==> config.mk <==
export PLATFORM = sky130hd
export DESIGN_NAME = varint_length_prefixed_deframer_core_flat
export DESIGN_NICKNAME = d
export VERILOG_FILES = /design/src/hdl/vlpd_pkg.sv /design/src/hdl/vlpd_req_if.sv /design/src/hdl/vlpd_rsp_if.sv /design/src/hdl/varint_length_prefixed_deframer_core.sv /design/src/hdl/vlpd_in_stage.sv /design/src/hdl/vlpd_parser.sv /design/src/flat_wrapper.sv
export VERILOG_INCLUDE_DIRS = /design/src /design/src/hdl
export SDC_FILE = /design/constraint.sdc
export NUM_CORES = 1
export LEC_CHECK = 0
export ABC_AREA = 1
export BUFFER_PORTS_ARGS = -buffer_cell sky130_fd_sc_hd__buf_2
export CORE_ASPECT_RATIO = 0.9
export CORE_MARGIN = 8
export CORE_UTILIZATION = 44
export CTS_CLUSTER_SIZE = 16
export DETAILED_ROUTE_END_ITERATION = 8
export PLACE_DENSITY = 0.63
export REMOVE_ABC_BUFFERS = 1
export SLEW_MARGIN = 15
export SYNTH_ARGS = -nofsm -noshare
export SYNTH_HDL_FRONTEND = slang
export SYNTH_SLANG_ARGS = --single-unit
==> constraint.sdc <==
create_clock -name clock -period 4.55 [get_ports clock]
set_input_delay 0.455 -clock clock [delete_from_list [all_inputs] [get_ports clock]]
set_output_delay 0.455 -clock clock [all_outputs]
set_load 0.02 [all_outputs]
==> src/hdl/varint_length_prefixed_deframer_core_macros.svh <==
// Assertion macros shared by the deframer's RTL files.
// Needs a clock named clock and a reset named reset in the module that uses them.
`ifndef VARINT_LENGTH_PREFIXED_DEFRAMER_CORE_MACROS_SVH
`define VARINT_LENGTH_PREFIXED_DEFRAMER_CORE_MACROS_SVH

// The consequent must hold in the same cycle as the antecedent.
`define VLPD_ASSERT_NOW(label, ante, cons, msg) \
   label: assert property (@(posedge clock) disable iff (reset) (ante) |-> (cons)) \
      else $error(msg);

// The consequent must hold in the cycle after the antecedent.
`define VLPD_ASSERT_NEXT(label, ante, cons, msg) \
   label: assert property (@(posedge clock) disable iff (reset) (ante) |=> (cons)) \
      else $error(msg);

`endif

==> src/hdl/vlpd_pkg.sv <==
// Shared types and constants of the varint length-prefixed deframer.
// No dependencies; the core, the input stage and the parser import it.
package vlpd_pkg;

   localparam logic [7:0] PREAMBLE_BYTE    = 8'h00;
   localparam logic [2:0] VARINT_MAX_BYTES = 3'd5;

   typedef enum logic [1:0] {
      KIND_PAYLOAD      = 2'd0,
      KIND_EMPTY        = 2'd1,
      KIND_BAD_PREAMBLE = 2'd2,
      KIND_OVERLONG     = 2'd3
   } kind_type;

   // One registered received byte between the input stage and the parser.
   typedef struct packed {
      logic       valid;
      logic [7:0] data;
   } stage_type;

   // One result item.
   typedef struct packed {
      kind_type    kind;
      logic [7:0]  payload_byte;
      logic [31:0] message_type;
      logic        last_of_packet;
   } result_type;

endpackage

==> src/hdl/vlpd_req_if.sv <==
// Input channel of the deframer: one received byte per item.
// Depends on nothing.
interface vlpd_req_if;
   logic       valid;
   logic       ready;
   logic [7:0] in_byte;

   modport source (output valid, output in_byte, input ready);
   modport sink (input valid, input in_byte, output ready);
endinterface

==> src/hdl/vlpd_rsp_if.sv <==
// Result channel of the deframer: one result item per handshake.
// Depends on nothing.
interface vlpd_rsp_if;
   logic        valid;
   logic        ready;
   logic [1:0]  out_kind;
   logic [7:0]  payload_byte;
   logic [31:0] message_type;
   logic        last_of_packet;

   modport source (output valid, output out_kind, output payload_byte,
                   output message_type, output last_of_packet, input ready);
   modport sink (input valid, input out_kind, input payload_byte,
                 input message_type, input last_of_packet, output ready);
endinterface

==> src/hdl/varint_length_prefixed_deframer_core.sv <==
// Varint length-prefixed deframer. Each received byte enters as one item on req_ch.
// A frame is a zero preamble byte, a base-128 little-endian varint payload length, a
// varint message type, then that many payload bytes. Every payload byte leaves as one
// result item on rsp_ch with the frame's type and a last mark on the final byte; an
// empty payload gives one empty-packet item. A nonzero preamble or a varint whose fifth
// byte still has its continuation bit set gives one error item, after which every
// further byte is accepted and dropped until reset. Other length and type bytes give no item.
// The block takes one byte per cycle unless the sink holds off the result register. A byte
// is held in the input register and then parsed into the result register, which drives
// rsp_ch; the parser waits while that register holds an untaken item. Ready drops
// only while the input register is full and the result register holds an item the sink
// has not taken yet.
// Depends on vlpd_pkg, vlpd_req_if, vlpd_rsp_if, vlpd_in_stage and vlpd_parser.
module varint_length_prefixed_deframer_core
   import vlpd_pkg::*;
(
   input  logic       clock,
   input  logic       reset,
   vlpd_req_if.sink   req_ch,
   vlpd_rsp_if.source rsp_ch
);

   stage_type  stage;
   logic       advance;
   result_type result;

   // Input register: holds one received byte ahead of the parser.
   vlpd_in_stage u_in_stage (
      .clock     (clock),
      .reset     (reset),
      .req_valid (req_ch.valid),
      .req_byte  (req_ch.in_byte),
      .req_ready (req_ch.ready),
      .advance   (advance),
      .stage     (stage)
   );

   // Frame state machine and result register.
   vlpd_parser u_parser (
      .clock      (clock),
      .reset      (reset),
      .stage      (stage),
      .advance    (advance),
      .rsp_valid  (rsp_ch.valid),
      .rsp_ready  (rsp_ch.ready),
      .rsp_result (result)
   );

   assign rsp_ch.out_kind       = result.kind;
   assign rsp_ch.payload_byte   = result.payload_byte;
   assign rsp_ch.message_type   = result.message_type;
   assign rsp_ch.last_of_packet = result.last_of_packet;

endmodule

==> src/hdl/vlpd_in_stage.sv <==
// Input register of the deframer: holds one received byte until the parser takes it.
// Depends on vlpd_pkg.
module vlpd_in_stage
   import vlpd_pkg::*;
(
   input  logic       clock,
   input  logic       reset,
   input  logic       req_valid,
   input  logic [7:0] req_byte,
   output logic       req_ready,
   input  logic       advance,
   output stage_type  stage
);

   logic       valid_ff;
   logic       valid_in;
   logic [7:0] data_ff;

   // The register frees up in the same cycle the parser consumes it.
   assign req_ready = !valid_ff || advance;
   assign valid_in  = req_valid ? 1'b1 : (valid_ff && !advance);

   always_ff @(posedge clock) begin
      if (reset) begin
         valid_ff <= 1'b0;
      end else begin
         valid_ff <= valid_in;
      end
   end

   always_ff @(posedge clock) begin
      if (req_valid && req_ready) begin
         data_ff <= req_byte;
      end
   end

   assign stage.valid = valid_ff;
   assign stage.data  = data_ff;

endmodule

==> src/hdl/vlpd_parser.sv <==
// Frame parser of the deframer: frame state, one step per byte, and the result register.
// Depends on vlpd_pkg and the assertion macro header.
`include "varint_length_prefixed_deframer_core_macros.svh"

module vlpd_parser
   import vlpd_pkg::*;
(
   input  logic       clock,
   input  logic       reset,
   input  stage_type  stage,
   output logic       advance,
   output logic       rsp_valid,
   input  logic       rsp_ready,
   output result_type rsp_result
);

   typedef enum logic [2:0] {
      PH_PREAMBLE = 3'd0,
      PH_LENGTH   = 3'd1,
      PH_TYPE     = 3'd2,
      PH_PAYLOAD  = 3'd3,
      PH_CLOSED   = 3'd4
   } phase_type;

   phase_type   phase_ff, phase_in;
   logic [31:0] accum_ff, accum_in;
   logic [2:0]  count_ff, count_in;
   logic [31:0] frame_type_ff, frame_type_in;
   logic [31:0] remaining_ff, remaining_in;
   logic        out_valid_ff, out_valid_in;
   result_type  out_ff;

   logic        out_free;
   logic        res_valid;
   result_type  res;
   logic [4:0]  shamt;
   logic [31:0] merged;
   logic [2:0]  count_inc;
   logic [31:0] remaining_dec;

   assign out_free = !out_valid_ff || rsp_ready;
   assign advance  = stage.valid && out_free;

   // Bit position of the current varint group: seven bits per byte already seen.
   always_comb begin
      case (count_ff)
         3'd0:    shamt = 5'd0;
         3'd1:    shamt = 5'd7;
         3'd2:    shamt = 5'd14;
         3'd3:    shamt = 5'd21;
         3'd4:    shamt = 5'd28;
         default: shamt = 5'd0;
      endcase
   end

   // Bits of a fifth group beyond bit 31 fall off the top.
   assign merged        = accum_ff | ({25'd0, stage.data[6:0]} << shamt);
   assign count_inc     = count_ff + 3'd1;
   assign remaining_dec = remaining_ff - 32'd1;

   always_comb begin
      phase_in      = phase_ff;
      accum_in      = accum_ff;
      count_in      = count_ff;
      frame_type_in = frame_type_ff;
      remaining_in  = remaining_ff;
      res_valid     = 1'b0;
      res           = '{kind: KIND_PAYLOAD, payload_byte: 8'd0,
                        message_type: 32'd0, last_of_packet: 1'b0};
      case (phase_ff)
         PH_PREAMBLE: begin
            if (stage.data != PREAMBLE_BYTE) begin
               res_valid = 1'b1;
               res.kind  = KIND_BAD_PREAMBLE;
               phase_in  = PH_CLOSED;
            end else begin
               accum_in = 32'd0;
               count_in = 3'd0;
               phase_in = PH_LENGTH;
            end
         end
         PH_LENGTH, PH_TYPE: begin
            if (!stage.data[7]) begin
               accum_in = 32'd0;
               count_in = 3'd0;
               if (phase_ff == PH_LENGTH) begin
                  remaining_in = merged;
                  phase_in     = PH_TYPE;
               end else begin
                  frame_type_in = merged;
                  if (remaining_ff == 32'd0) begin
                     res_valid          = 1'b1;
                     res.kind           = KIND_EMPTY;
                     res.message_type   = merged;
                     res.last_of_packet = 1'b1;
                     phase_in           = PH_PREAMBLE;
                  end else begin
                     phase_in = PH_PAYLOAD;
                  end
               end
            end else if (count_inc >= VARINT_MAX_BYTES) begin
               accum_in  = merged;
               count_in  = count_inc;
               res_valid = 1'b1;
               res.kind  = KIND_OVERLONG;
               phase_in  = PH_CLOSED;
            end else begin
               accum_in = merged;
               count_in = count_inc;
            end
         end
         PH_PAYLOAD: begin
            remaining_in       = remaining_dec;
            res_valid          = 1'b1;
            res.kind           = KIND_PAYLOAD;
            res.payload_byte   = stage.data;
            res.message_type   = frame_type_ff;
            res.last_of_packet = (remaining_dec == 32'd0);
            if (remaining_dec == 32'd0) begin
               phase_in = PH_PREAMBLE;
            end
         end
         default: begin
            phase_in = PH_CLOSED;
         end
      endcase
   end

   assign out_valid_in = out_free ? (advance && res_valid) : out_valid_ff;

   always_ff @(posedge clock) begin
      if (reset) begin
         phase_ff      <= PH_PREAMBLE;
         accum_ff      <= 32'd0;
         count_ff      <= 3'd0;
         frame_type_ff <= 32'd0;
         remaining_ff  <= 32'd0;
         out_valid_ff  <= 1'b0;
      end else begin
         if (advance) begin
            phase_ff      <= phase_in;
            accum_ff      <= accum_in;
            count_ff      <= count_in;
            frame_type_ff <= frame_type_in;
            remaining_ff  <= remaining_in;
         end
         out_valid_ff <= out_valid_in;
      end
   end

   always_ff @(posedge clock) begin
      if (advance && res_valid) begin
         out_ff <= res;
      end
   end

   assign rsp_valid  = out_valid_ff;
   assign rsp_result = out_ff;

   `VLPD_ASSERT_NEXT(a_closed_sticky, phase_ff == PH_CLOSED, phase_ff == PH_CLOSED,
      "deframer left the closed phase without reset")
   `VLPD_ASSERT_NOW(a_count_bound, phase_ff != PH_CLOSED, count_ff <= 3'd4,
      "varint byte count went past four")
   `VLPD_ASSERT_NEXT(a_payload_emits, advance && phase_ff == PH_PAYLOAD, out_valid_ff,
      "payload byte consumed without a result")
   `VLPD_ASSERT_NOW(a_error_fields,
      out_valid_ff && (out_ff.kind == KIND_BAD_PREAMBLE || out_ff.kind == KIND_OVERLONG),
      out_ff.message_type == 32'd0 && !out_ff.last_of_packet && out_ff.payload_byte == 8'd0,
      "error result carries nonzero fields")

endmodule

==> src/flat_wrapper.sv <==
// flat-port wrapper written by rule: the top's interface ports become plain ports
module varint_length_prefixed_deframer_core_flat import vlpd_pkg::*;
  (clock, reset, req_ch_valid, req_ch_in_byte, req_ch_ready, rsp_ch_valid, rsp_ch_out_kind, rsp_ch_payload_byte, rsp_ch_message_type, rsp_ch_last_of_packet, rsp_ch_ready);
  vlpd_req_if req_ch_i ();
  vlpd_rsp_if rsp_ch_i ();
  input  logic clock;
  input  logic reset;
  input wire logic [$bits(req_ch_i.valid)-1:0] req_ch_valid;
  input wire logic [$bits(req_ch_i.in_byte)-1:0] req_ch_in_byte;
  output wire logic [$bits(req_ch_i.ready)-1:0] req_ch_ready;
  output wire logic [$bits(rsp_ch_i.valid)-1:0] rsp_ch_valid;
  output wire logic [$bits(rsp_ch_i.out_kind)-1:0] rsp_ch_out_kind;
  output wire logic [$bits(rsp_ch_i.payload_byte)-1:0] rsp_ch_payload_byte;
  output wire logic [$bits(rsp_ch_i.message_type)-1:0] rsp_ch_message_type;
  output wire logic [$bits(rsp_ch_i.last_of_packet)-1:0] rsp_ch_last_of_packet;
  input wire logic [$bits(rsp_ch_i.ready)-1:0] rsp_ch_ready;
  assign req_ch_i.valid = req_ch_valid;
  assign req_ch_i.in_byte = req_ch_in_byte;
  assign req_ch_ready = req_ch_i.ready;
  assign rsp_ch_valid = rsp_ch_i.valid;
  assign rsp_ch_out_kind = rsp_ch_i.out_kind;
  assign rsp_ch_payload_byte = rsp_ch_i.payload_byte;
  assign rsp_ch_message_type = rsp_ch_i.message_type;
  assign rsp_ch_last_of_packet = rsp_ch_i.last_of_packet;
  assign rsp_ch_i.ready = rsp_ch_ready;
  varint_length_prefixed_deframer_core u_core (.clock(clock), .reset(reset), .req_ch(req_ch_i), .rsp_ch(rsp_ch_i));
endmodule
==> out/qor.csv, run 1 <==
metric,value,unit
route.detailed.drc,0,
vdd_drop_max,284.2,uV
grtUsageMet3,4.653,%
dpl.hpwl,15.27,mm
regArea,3613,um^2
clock-sinks,155,
num_vias,7146,
gp_congestion,0.9579,
grt_usage,20.43,%
cts_buffer_depth,2,
slowest_stage,nor4_4,
io_buffers,56,
syn_avg_cell_area,7.355,um^2
drt_first_pass_iters,8,
fmax,0.3023,GHz
switching_share,30.35,%
internal_power,2.494,mW
fp.dieW,157.8,um
use_met2,31.65,%
post_drt_via_cell_ratio,5.208,
synth_edf_count,51,
critPathCaptureType,register,
fin_skew,0.008653,ns
postCtsSetupBuffers,0,
status,"complete, no violations",
start_util,45.04,%
p_leak,4.052,nW
drv_cap,0,
yosysTopAreaCell,dfxtp_1,
netlist.area_leader.share,26.16,%
max_slew_margin,19.40,%
multi_input_area,3466,um^2
htree_levels,4,
crit_required,4.64,ns
fp.dieH,143.6,um
tightest_slew,1.208,ns
postSynthCellCount,1082,
use_met1,27.42,%
slew_viol_final,0,
top_usage_layer,met2,
antenna_found_initial,0,
insertion_delay,0.44,ns
ys_seq_area_share,45.41,%
holdBufCountCts,0,
fin_tns_setup,0,ns
min_path_type,in -> reg,
dieArea,22650,um^2
hold_viol,0,
p_comb_share,17.2,%
synthArstFlopShare,0,%
synth_compound_area_share,18.79,%
synth.area.mux_share,0,%
synth_warnings,0,
antenna_cells,0,
wl_per_cell,16.14,um
synth_ff_type,dfxtp_1,
grt_pass1_wl,35.76,mm
p_switching,1.087,mW
slowest_delay,0.63,ns
final_nets,1138,
numCtsBuffers,17,
synth_top_family_by_area,simple AND/OR/NAND/NOR gates,
grt-ovfl-total,0,
min_period,3.308,ns
cp-start-kind,register,
ys_top_cells_by_area,"dfxtp_1, edfxtp_1, nand2_1",
power_frac_seq,41.9,%
final_util,50.95,%
area_delta_synth_final,13.13,%
rows,46,
synth_cell_types,44,
core,17670,um^2
powerDensity,397.8,nW/um^2
synth_adder_area_share,1.101,%
antenna_left,0,
setup-violations-final,0,
ios,57,
drive_gt1_share,12.81,%
path_class,reg -> reg,
crit_chain,"inv_1, ha_1, nand3_1, nand3b_1, nor4_4, nand2_4, nand2_2, nor3_1, nor2_4, buf_4",
critPathArrivalTime,3.40,ns
post_cts_resize_count,0,
fill_cells,1711,
critPathMaxFanout,31,
cts_tree,done,
synth-xor-area-share,0.3302,%
root_buffer,clkbuf_16,
clkTransAtPathRegs,0.06,ns
grt_max_degree,70,
wl,22.14,mm
ys_ff_latch,155,
first_global_vias,6744,
pwr-share-clk,40.9,%
finalCritPeriodShare,72.71,%
rsz0062_at_grt,false,
first_iter_violations,696,
syn_area,7958,um^2
synth-simple-area-share,23.27,%
[layer usage]
layer | up-vias | wire, um
li1 | 3612 | -
met1 | 3257 | 10330
met2 | 247 | 9768
met3 | 30 | 1567
met4 | 0 | 478
met5 | - | 0
[power by group through the flow]
stage | Clock, mW | Combinational, mW | Sequential [mW]
CTS | 1.47 | 0.612 | 1.50
global placement | 0 | 0.612 | 1.53
finish | 1.47 | 0.616 | 1.50
detailed placement | 0 | 0.608 | 1.53
global route | 1.53 | 0.682 | 1.50
floorplan | 0 | 0.397 | 1.56
[flip-flops by register name (all words and copies together), names as in the netlist]
register	flops
u_core.u_parser.frame_type_ff	32
u_core.u_parser.rsp_result	43
u_core.u_parser.rsp_valid	1
u_core.u_parser.accum_ff	32
u_core.u_parser.remaining_ff	32
u_core.u_parser.count_ff	3
u_core.u_parser.phase_ff	3
u_core.u_in_stage.data_ff	8
u_core.u_in_stage.valid_ff	1
[stage by stage]
step                      hold slack (ns)  power [mW]  instances  setup WS, ns  cell area [um^2]
after floorplan                    0.4390       1.953       1038         1.318              7776
after global placement             0.4473       2.141       1340         1.251              8407
after detailed placement           0.4517       2.138       1340         1.143              8407
after CTS                          0.1832       3.586       1372         1.141              9002
after global routing               0.1810       3.720       1372        0.9323              9002
final                              0.1901       3.581       1372         1.242              9002
[kinds of logic after synthesis]
kind of cell,count (synthesis)
AND/OR/NAND/NOR,425
buffers and inverters,231
flip-flops,155
AO/OA/AOI/OAI,261
XOR/XNOR,3
adder cells (fa/ha/maj),7
[cells in the final DEF (no fill, tap or decap), drive strengths merged, types with 4 or more instances in the layout]
| cell | netlist | final |
|---|---|---|
| o21ai | 96 | 96 |
| a211oi | 13 | 13 |
| dfxtp | 104 | 104 |
| a221oi | 7 | 7 |
| o22ai | 25 | 25 |
| clkbuf | 35 | 21 |
| inv | 187 | 191 |
| nor3 | 4 | 4 |
| o211ai | 7 | 7 |
| a21oi | 85 | 85 |
| edfxtp | 51 | 51 |
| nor2 | 134 | 134 |
| nand2 | 231 | 231 |
| clkinv | 0 | 4 |
| nand3 | 41 | 41 |
| a22oi | 15 | 15 |
| a31oi | 6 | 6 |
| buf | 9 | 62 |
| nand4 | 6 | 6 |
| ha | 7 | 7 |
[critical path, delay by kind of cell (launching register included)]
kind | cells | cell delay [ns]
adder cells (fa/ha/maj) | 1 | 0.17
buffers and inverters | 2 | 0.57
flip-flops | 1 | 0.32
AND/OR/NAND/NOR | 7 | 1.86
[final cells by class]
type,count,share of cell area (%)
well taps,240,3.336
clock buffers,21,5.115
flip-flops and latches,155,40.14
repair buffers,62,3.614
clock inverters,11,1.501
multi-input cells,696,38.50
inverters,187,7.797
[Yosys cell counts (3+ instances only)]
cell,n
o21ai_0,55
o22ai_1,25
nor3_1,3
buf_2,4
clkbuf_1,35
o21ai_1,40
a22oi_1,15
nand3_1,41
a221oi_1,6
o221ai_1,3
inv_1,166
nand2_1,219
nand3b_1,3
inv_2,21
nor2_4,6
a211oi_1,13
nor2_1,120
buf_4,3
dfxtp_1,104
edfxtp_1,51
o211ai_1,7
nor2_2,6
nand4_1,6
a31oi_1,6
nand2_2,10
ha_1,7
a21oi_1,84
[final timing paths]
kind | cells after the start | from | slack, ns | end
max | 10 | u_core.u_parser.remaining_ff[1]$_SDFFE_PP0P_ | 1.24 | u_core.u_parser.rsp_result[20]$_DFFE_PP_
min | 1 | req_ch_in_byte[3] | 0.19 | u_core.u_in_stage.data_ff[3]$_DFFE_PP_
min reg2reg | 2 | u_core.u_parser.accum_ff[3]$_SDFFE_PP0P_ | 0.46 | u_core.u_parser.accum_ff[3]$_SDFFE_PP0P_
max reg2reg | 10 | u_core.u_parser.remaining_ff[1]$_SDFFE_PP0P_ | 1.24 | u_core.u_parser.rsp_result[20]$_DFFE_PP_
Note: power is estimated with default switching activity, not from simulation.
==> inputs of run 2 (changes only) <==
Settings changed: ABC_AREA 1 to 0, PLACE_DENSITY 0.63 to 0.66.
Clock period 4.55 ns to 3 ns, I/O delays scaled along.
==> run 2 against run 1 <==
Compared with the run above: clock skew increased by 0.0014 ns; count of clock-buffer cells in the layout increased by 1; sequential share of layout area increased by 0.15 points; wire length decreased by 2.8%; clock power increased by 50%.
==> out/qor.csv, run 2 <==
metric,value,unit,change
numCtsBuffers,17,,unchanged
critPathMaxFanout,15,,-52%
ios,57,,unchanged
num_vias,6862,,-4.0%
slowest_delay,0.51,ns,-0.12 ns
wl,21.52,mm,-2.8%
netlist.area_leader.share,27.10,%,+0.93 points
slew_viol_final,0,,unchanged
hold_viol,0,,unchanged
root_buffer,clkbuf_16,,
critPathCaptureType,register,,
cpLargestDelayFamily,compound AO/OA/AOI/OAI gates,,
clkTransAtPathRegs,0.07,ns,about the same
fp.dieH,141.4,um,-1.5%
gp_congestion,0.8976,,-6.3%
wl_per_cell,18.16,um,+13%
p_switching,1.185,mW,+9.0%
rows,46,,unchanged
drt_first_pass_iters,5,,-3
tightest_slew,0.8623,ns,-0.3454 ns
status,"complete, no violations",,
internal_power,3.590,mW,+44%
holdPathStages,1,,unchanged
holdBufCountCts,0,,unchanged
slowest_stage,dfxtp_1,,
route.detailed.drc,0,,unchanged
ys_ff_latch,155,,unchanged
antenna_found_initial,1,,+1
preCtsSetupSlack,0.2700,ns,-0.8726 ns
layout_common_cells,"nor2_1, dfxtp_1, a21oi_1",,
total_power,4.775,mW,+33%
synth_edf_count,51,,unchanged
fin_skew,0.01005,ns,+0.001393 ns
max_slew_margin,42.51,%,+23 points
antenna_cells,0,,unchanged
cts_buffer_depth,2,,unchanged
postCtsSetupBuffers,0,,unchanged
cts_tree,done,,
grt_max_degree,67,,-4.3%
critPathArrivalTime,3.04,ns,-0.36 ns
final_nets,951,,-16%
start_util,44.21,%,-0.83 points
pwr-share-clk,46.4,%,+5.5 points
largest_reg_flops,43,,unchanged
critPathBufInv,2,,unchanged
p_comb_share,6.8,%,-10 points
syn_avg_cell_area,8.672,um^2,+18%
rsz0062_at_grt,false,,
first_global_vias,6143,,-8.9%
crit_chain,"inv_1, ha_1, nor3b_2, buf_4, nand3_2, o21ai_0, a2111oi_2, nand4b_1, o41ai_4, a21oi_1",,
syn_area,7684,um^2,-3.4%
post_cts_resize_count,0,,unchanged
postSynthCellCount,886,,-18%
grt_usage,19.63,%,-0.80 points
path_class,reg -> reg,,
min_path_type,in -> reg,,
switching_share,24.82,%,-5.5 points
whs,0.03690,ns,-0.1532 ns
dieArea,21950,um^2,-3.1%
synth_cell_types,71,,+61%
crit_required,3.28,ns,-1.36 ns
dpl.hpwl,14.45,mm,-5.4%
synthArstFlopShare,0,%,unchanged
p_leak,3.161,nW,-22%
synth_common_cells,"nor2_1, dfxtp_1, a21oi_1",,
finalCritPeriodShare,92.22,%,+20 points
grt_pass1_wl,34.13,mm,-4.6%
io_buffers,56,,unchanged
fmax,0.3615,GHz,+20%
yosysTopAreaCell,dfxtp_1,,
post_drt_via_cell_ratio,5.791,,+11%
synth_ff_type,dfxtp_1,,
ys_top_cells_by_area,"dfxtp_1, edfxtp_1, nor2_1",,
synthMostInstantiatedCell,nor2_1,,
setup-violations-final,0,,unchanged
insertion_delay,0.43,ns,about the same
regArea,3613,um^2,unchanged
min_period,2.767,ns,-0.5418 ns
grt-ovfl-total,0,,unchanged
powerDensity,532.3,nW/um^2,+34%
htree_levels,4,,unchanged
synth_warnings,0,,unchanged
first_iter_violations,720,,+3.4%
layout_commonest_cell,nor2_1,,
ys_seq_area_share,47.03,%,+1.6 points
antenna_left,0,,unchanged
worstRegToRegCells,10,,unchanged
multi_input_area,3784,um^2,+9.2%
drive_gt1_share,17.04,%,+4.2 points
cp.depth,10,,unchanged
fill_cells,1682,,-1.7%
core,17380,um^2,-1.6%
fp.dieW,155.3,um,-1.6%
clock-sinks,155,,unchanged
area_delta_synth_final,16.74,%,
drv_cap,0,,unchanged
vdd_drop_max,460.0,uV,+62%
power_frac_seq,46.8,%,+4.9 points
cp-start-kind,register,,
ff2ff_setup_slack,0.23,ns,-1.01 ns
final.setup.worst_slack,0.2335,ns,-1.008 ns
run 2: changes by cell type in the layout (fill, tap and decap cells not counted), moves of 9 or more:
cell      before  now
a211oi_1      13   37
and2_1         0    9
buf_4          6   33
inv_1        166   14
inv_2         21    0
nand2_1      219   86
nand2_2       10    0
nand3_1       41   18
nor3_1         3   45
o21ai_0       55   76
o21ai_1       40    2
o22ai_1       25    6
run 2: final cells by class:
class                   instances  share of cell area [%]
well taps                     240                   3.348
flip-flops and latches        155                   40.28
inverters                      14                  0.5859
clock buffers                  22                   5.886
multi-input cells             652                   42.18
clock inverters                10                  0.9904
repair buffers                 92                   6.723
run 2: cell families after synthesis:
kind of cell             synth area share (%)
XOR/XNOR                                1.368
multiplexers                            1.710
AO/OA/AOI/OAI                           20.66
adder cells (fa/ha/maj)                 1.140
buffers and inverters                   4.217
AND/OR/NAND/NOR                         23.87
flip-flops                              47.03
run 2: path summary, 6_finish.rpt:
| check | start | to |
|---|---|---|
| hold reg to reg | u_core.u_parser.accum_ff[0]$_SDFFE_PP0P_ | u_core.u_parser.accum_ff[0]$_SDFFE_PP0P_ |
| setup reg to reg | u_core.u_parser.remaining_ff[0]$_SDFFE_PP0P_ | u_core.u_parser.phase_ff[1]$_SDFFE_PP0P_ |
| hold / removal | req_ch_in_byte[2] | u_core.u_in_stage.data_ff[2]$_DFFE_PP_ |
| setup / recovery | u_core.u_parser.remaining_ff[0]$_SDFFE_PP0P_ | u_core.u_parser.phase_ff[1]$_SDFFE_PP0P_ |
run 2: stage by stage:
stage | cell area [um^2] | cells | setup TNS (ns) | util (%)
final | 8970 | 1185 | 0 | 51.61
after global routing | 8970 | 1185 | 0 | 51.61
after CTS | 8959 | 1185 | 0 | 51.54
after detailed placement | 8342 | 1153 | 0 | 47.99
after global placement | 8342 | 1153 | 0 | 47.99
after floorplan | 7412 | 821 | -179.42 | -
run 2: metal layers:
layer / share of wire, % / GRT usage, % / up-vias
met5: 0.060 / 0 / -
met4: 1.6 / 5.561 / 2
met3: 7.0 / 4.409 / 27
met2: 43 / 28.48 / 216
met1: 49 / 28.57 / 3299
li1: - / - / 3318
run 2: worst reg2reg max path, stage by stage, from the launching register on:
cell       delay (ns)
dfxtp_1          0.51
inv_1            0.13
ha_1             0.29
nor3b_2          0.18
buf_4            0.20
nand3_2          0.15
o21ai_0          0.15
a2111oi_2        0.39
nand4b_1         0.20
o41ai_4          0.31
a21oi_1          0.11
run 2: power by group through the flow:
stage	clock (mW)	combinational, mW	sequential, mW
2_1_floorplan	0	0.141	2.32
3_3_place_gp	0	0.322	2.28
3_5_place_dp	0	0.322	2.28
4_1_cts	2.24	0.324	2.24
5_1_grt	2.32	0.352	2.24
6_report	2.21	0.326	2.24
==> inputs of run 3 (changes only) <==
Settings changed: CORE_ASPECT_RATIO 0.9 to default.
==> run 3 against run 2 <==
Compared with the run above: non-clock buffer count fell by 5; final area shrank 1.0%; setup slack better by 0.0039 ns; die area hardly changed; via count shrank 2.0%; utilization up 0.070 points; clock skew shrank 0.0013 ns; critical path depth did not move; register-to-register slack is essentially flat; count of clock-buffer cells in the layout up 1; highest routed layer is now met4.
==> out/qor.csv, run 3 (synthesized netlist as in run 2, its figures left out) <==
metric,value,unit,change
status,"complete, no violations",,
core,17180,um^2,-1.2%
gp_congestion,0.9239,,+2.9%
cp-start-kind,register,,
post_cts_resize_count,0,,unchanged
wl_per_cell,17.52,um,-3.5%
fp.dieW,148.1,um,-4.6%
final_nets,946,,-0.53%
drive_gt1_share,16.28,%,-0.76 points
rsz0062_at_grt,false,,
antenna_found_initial,0,,-1
ios,57,,unchanged
critPathMaxFanout,15,,unchanged
insertion_delay,0.43,ns,about the same
vdd_drop_max,426.0,uV,-7.4%
cts_tree,done,,
multi_input_area,3772,um^2,-0.30%
largest_reg_flops,43,,unchanged
grt_pass1_wl,33.03,mm,-3.2%
min_period,2.763,ns,-0.003895 ns
crit_required,3.29,ns,about the same
wl,20.42,mm,-5.1%
antenna_left,0,,unchanged
rows,48,,+4.3%
holdPathStages,1,,unchanged
numCtsBuffers,17,,unchanged
powerDensity,528.6,nW/um^2,-0.71%
area_delta_synth_final,15.52,%,
holdBufCountCts,0,,unchanged
layout_commonest_cell,nor2_1,,
max_slew_margin,43.56,%,+1.0 points
finalCritPeriodShare,92.09,%,-0.13 points
critPathCaptureType,register,,
first_iter_violations,665,,-7.6%
drv_cap,0,,unchanged
p_leak,3.106,nW,-1.7%
cts_buffer_depth,2,,unchanged
fmax,0.3620,GHz,+0.14%
post_drt_via_cell_ratio,5.772,,-0.33%
dp.cells,1133,,-1.7%
postCtsSetupBuffers,0,,unchanged
worstRegToRegCells,10,,unchanged
drt_first_pass_iters,5,,unchanged
clkTransAtPathRegs,0.06,ns,about the same
cp.depth,10,,unchanged
stdcell_count,1165,,-1.7%
antenna_cells,0,,unchanged
setup-violations-final,0,,unchanged
critPathArrivalTime,3.05,ns,about the same
fin_skew,0.008759,ns,-0.001288 ns
layout_common_cells,"nor2_1, dfxtp_1, a21oi_1",,
slowest_stage,dfxtp_1,,
whs,0.04633,ns,+0.009432 ns
root_buffer,clkbuf_16,,
slew_viol_final,0,,unchanged
fin_tns_setup,0,ns,unchanged
critPathBufInv,2,,unchanged
first_global_vias,6131,,-0.20%
tightest_slew,0.8466,ns,-0.01572 ns
cpLargestDelayFamily,simple AND/OR/NAND/NOR gates,,
dieArea,21950,um^2,about the same
fill_cells,1626,,-3.3%
route.detailed.drc,0,,unchanged
crit_chain,"inv_1, ha_1, nor3b_2, buf_4, and3_1, nand3_1, a2111oi_2, nand4b_1, o41ai_2, a221oi_2",,
grt-ovfl-total,0,,unchanged
clock-sinks,155,,unchanged
io_buffers,56,,unchanged
grt_max_degree,87,,+30%
total_power,4.692,mW,-1.7%
slowest_delay,0.39,ns,-0.12 ns
fp.dieH,148.1,um,+4.8%
path_class,reg -> reg,,
grt_usage,18.81,%,-0.83 points
htree_levels,4,,unchanged
dpl.hpwl,13.85,mm,-4.2%
regArea,3613,um^2,unchanged
num_vias,6724,,-2.0%
min_path_type,in -> reg,,
start_util,44.73,%,+0.53 points
hold_viol,0,,unchanged
run 3: path summary, 6_finish.rpt:
path,start,endpoint,slack (ns)
max reg2reg,u_core.u_parser.remaining_ff[0]$_SDFFE_PP0P_,u_core.u_parser.phase_ff[0]$_SDFFE_PP0P_,0.24
min reg2reg,u_core.u_parser.accum_ff[9]$_SDFFE_PP0P_,u_core.u_parser.accum_ff[9]$_SDFFE_PP0P_,0.49
min,req_ch_in_byte[0],u_core.u_in_stage.data_ff[0]$_DFFE_PP_,0.05
max,u_core.u_parser.remaining_ff[0]$_SDFFE_PP0P_,u_core.u_parser.phase_ff[0]$_SDFFE_PP0P_,0.24
run 3: worst reg2reg max path, stage by stage, from the launching register on:
cell and delay, ns:
dfxtp_1 0.39, inv_1 0.12, ha_1 0.24, nor3b_2 0.18
buf_4 0.22, and3_1 0.35, nand3_1 0.18, a2111oi_2 0.33
nand4b_1 0.16, o41ai_2 0.35, a221oi_2 0.11
run 3: layout make-up:
| type | instances | area share, % |
|---|---|---|
| Multi-Input combinational cell | 652 | 42.50 |
| Timing Repair Buffer | 87 | 6.372 |
| Sequential cell | 155 | 40.71 |
| Clock buffer | 23 | 5.385 |
| Tap cell | 225 | 3.172 |
| Clock inverter | 9 | 1.269 |
| Inverter | 14 | 0.5920 |
run 3: report_power, final:
group          internal [mW]  total (mW)  leakage (nW)  switching, mW
sequential              2.21        2.24          1.32         0.0251
combinational          0.100       0.316          1.51          0.215
clock                   1.29        2.14         0.276          0.848
run 3: stage by stage:
step / util (%) / area [um^2] / worst slack [ns]
6_report: 51.68 / 8876 / 0.2374
5_1_grt: 51.68 / 8876 / 0.02532
4_1_cts: 51.68 / 8876 / 0.2060
3_5_place_dp: 48.24 / 8285 / 0.2229
3_3_place_gp: 48.24 / 8285 / 0.3057
2_1_floorplan: - / 7412 / -2.829
run 3: layer usage:
metal	up-vias	track usage, %	wire length [um]	part of all wire [%]
met5	-	0	0	0
met4	0	7.241	495	2.4
met3	34	4.193	1126	5.5
met2	195	29.06	9366	46
met1	3182	25.14	9426	46
li1	3313	-	-	-
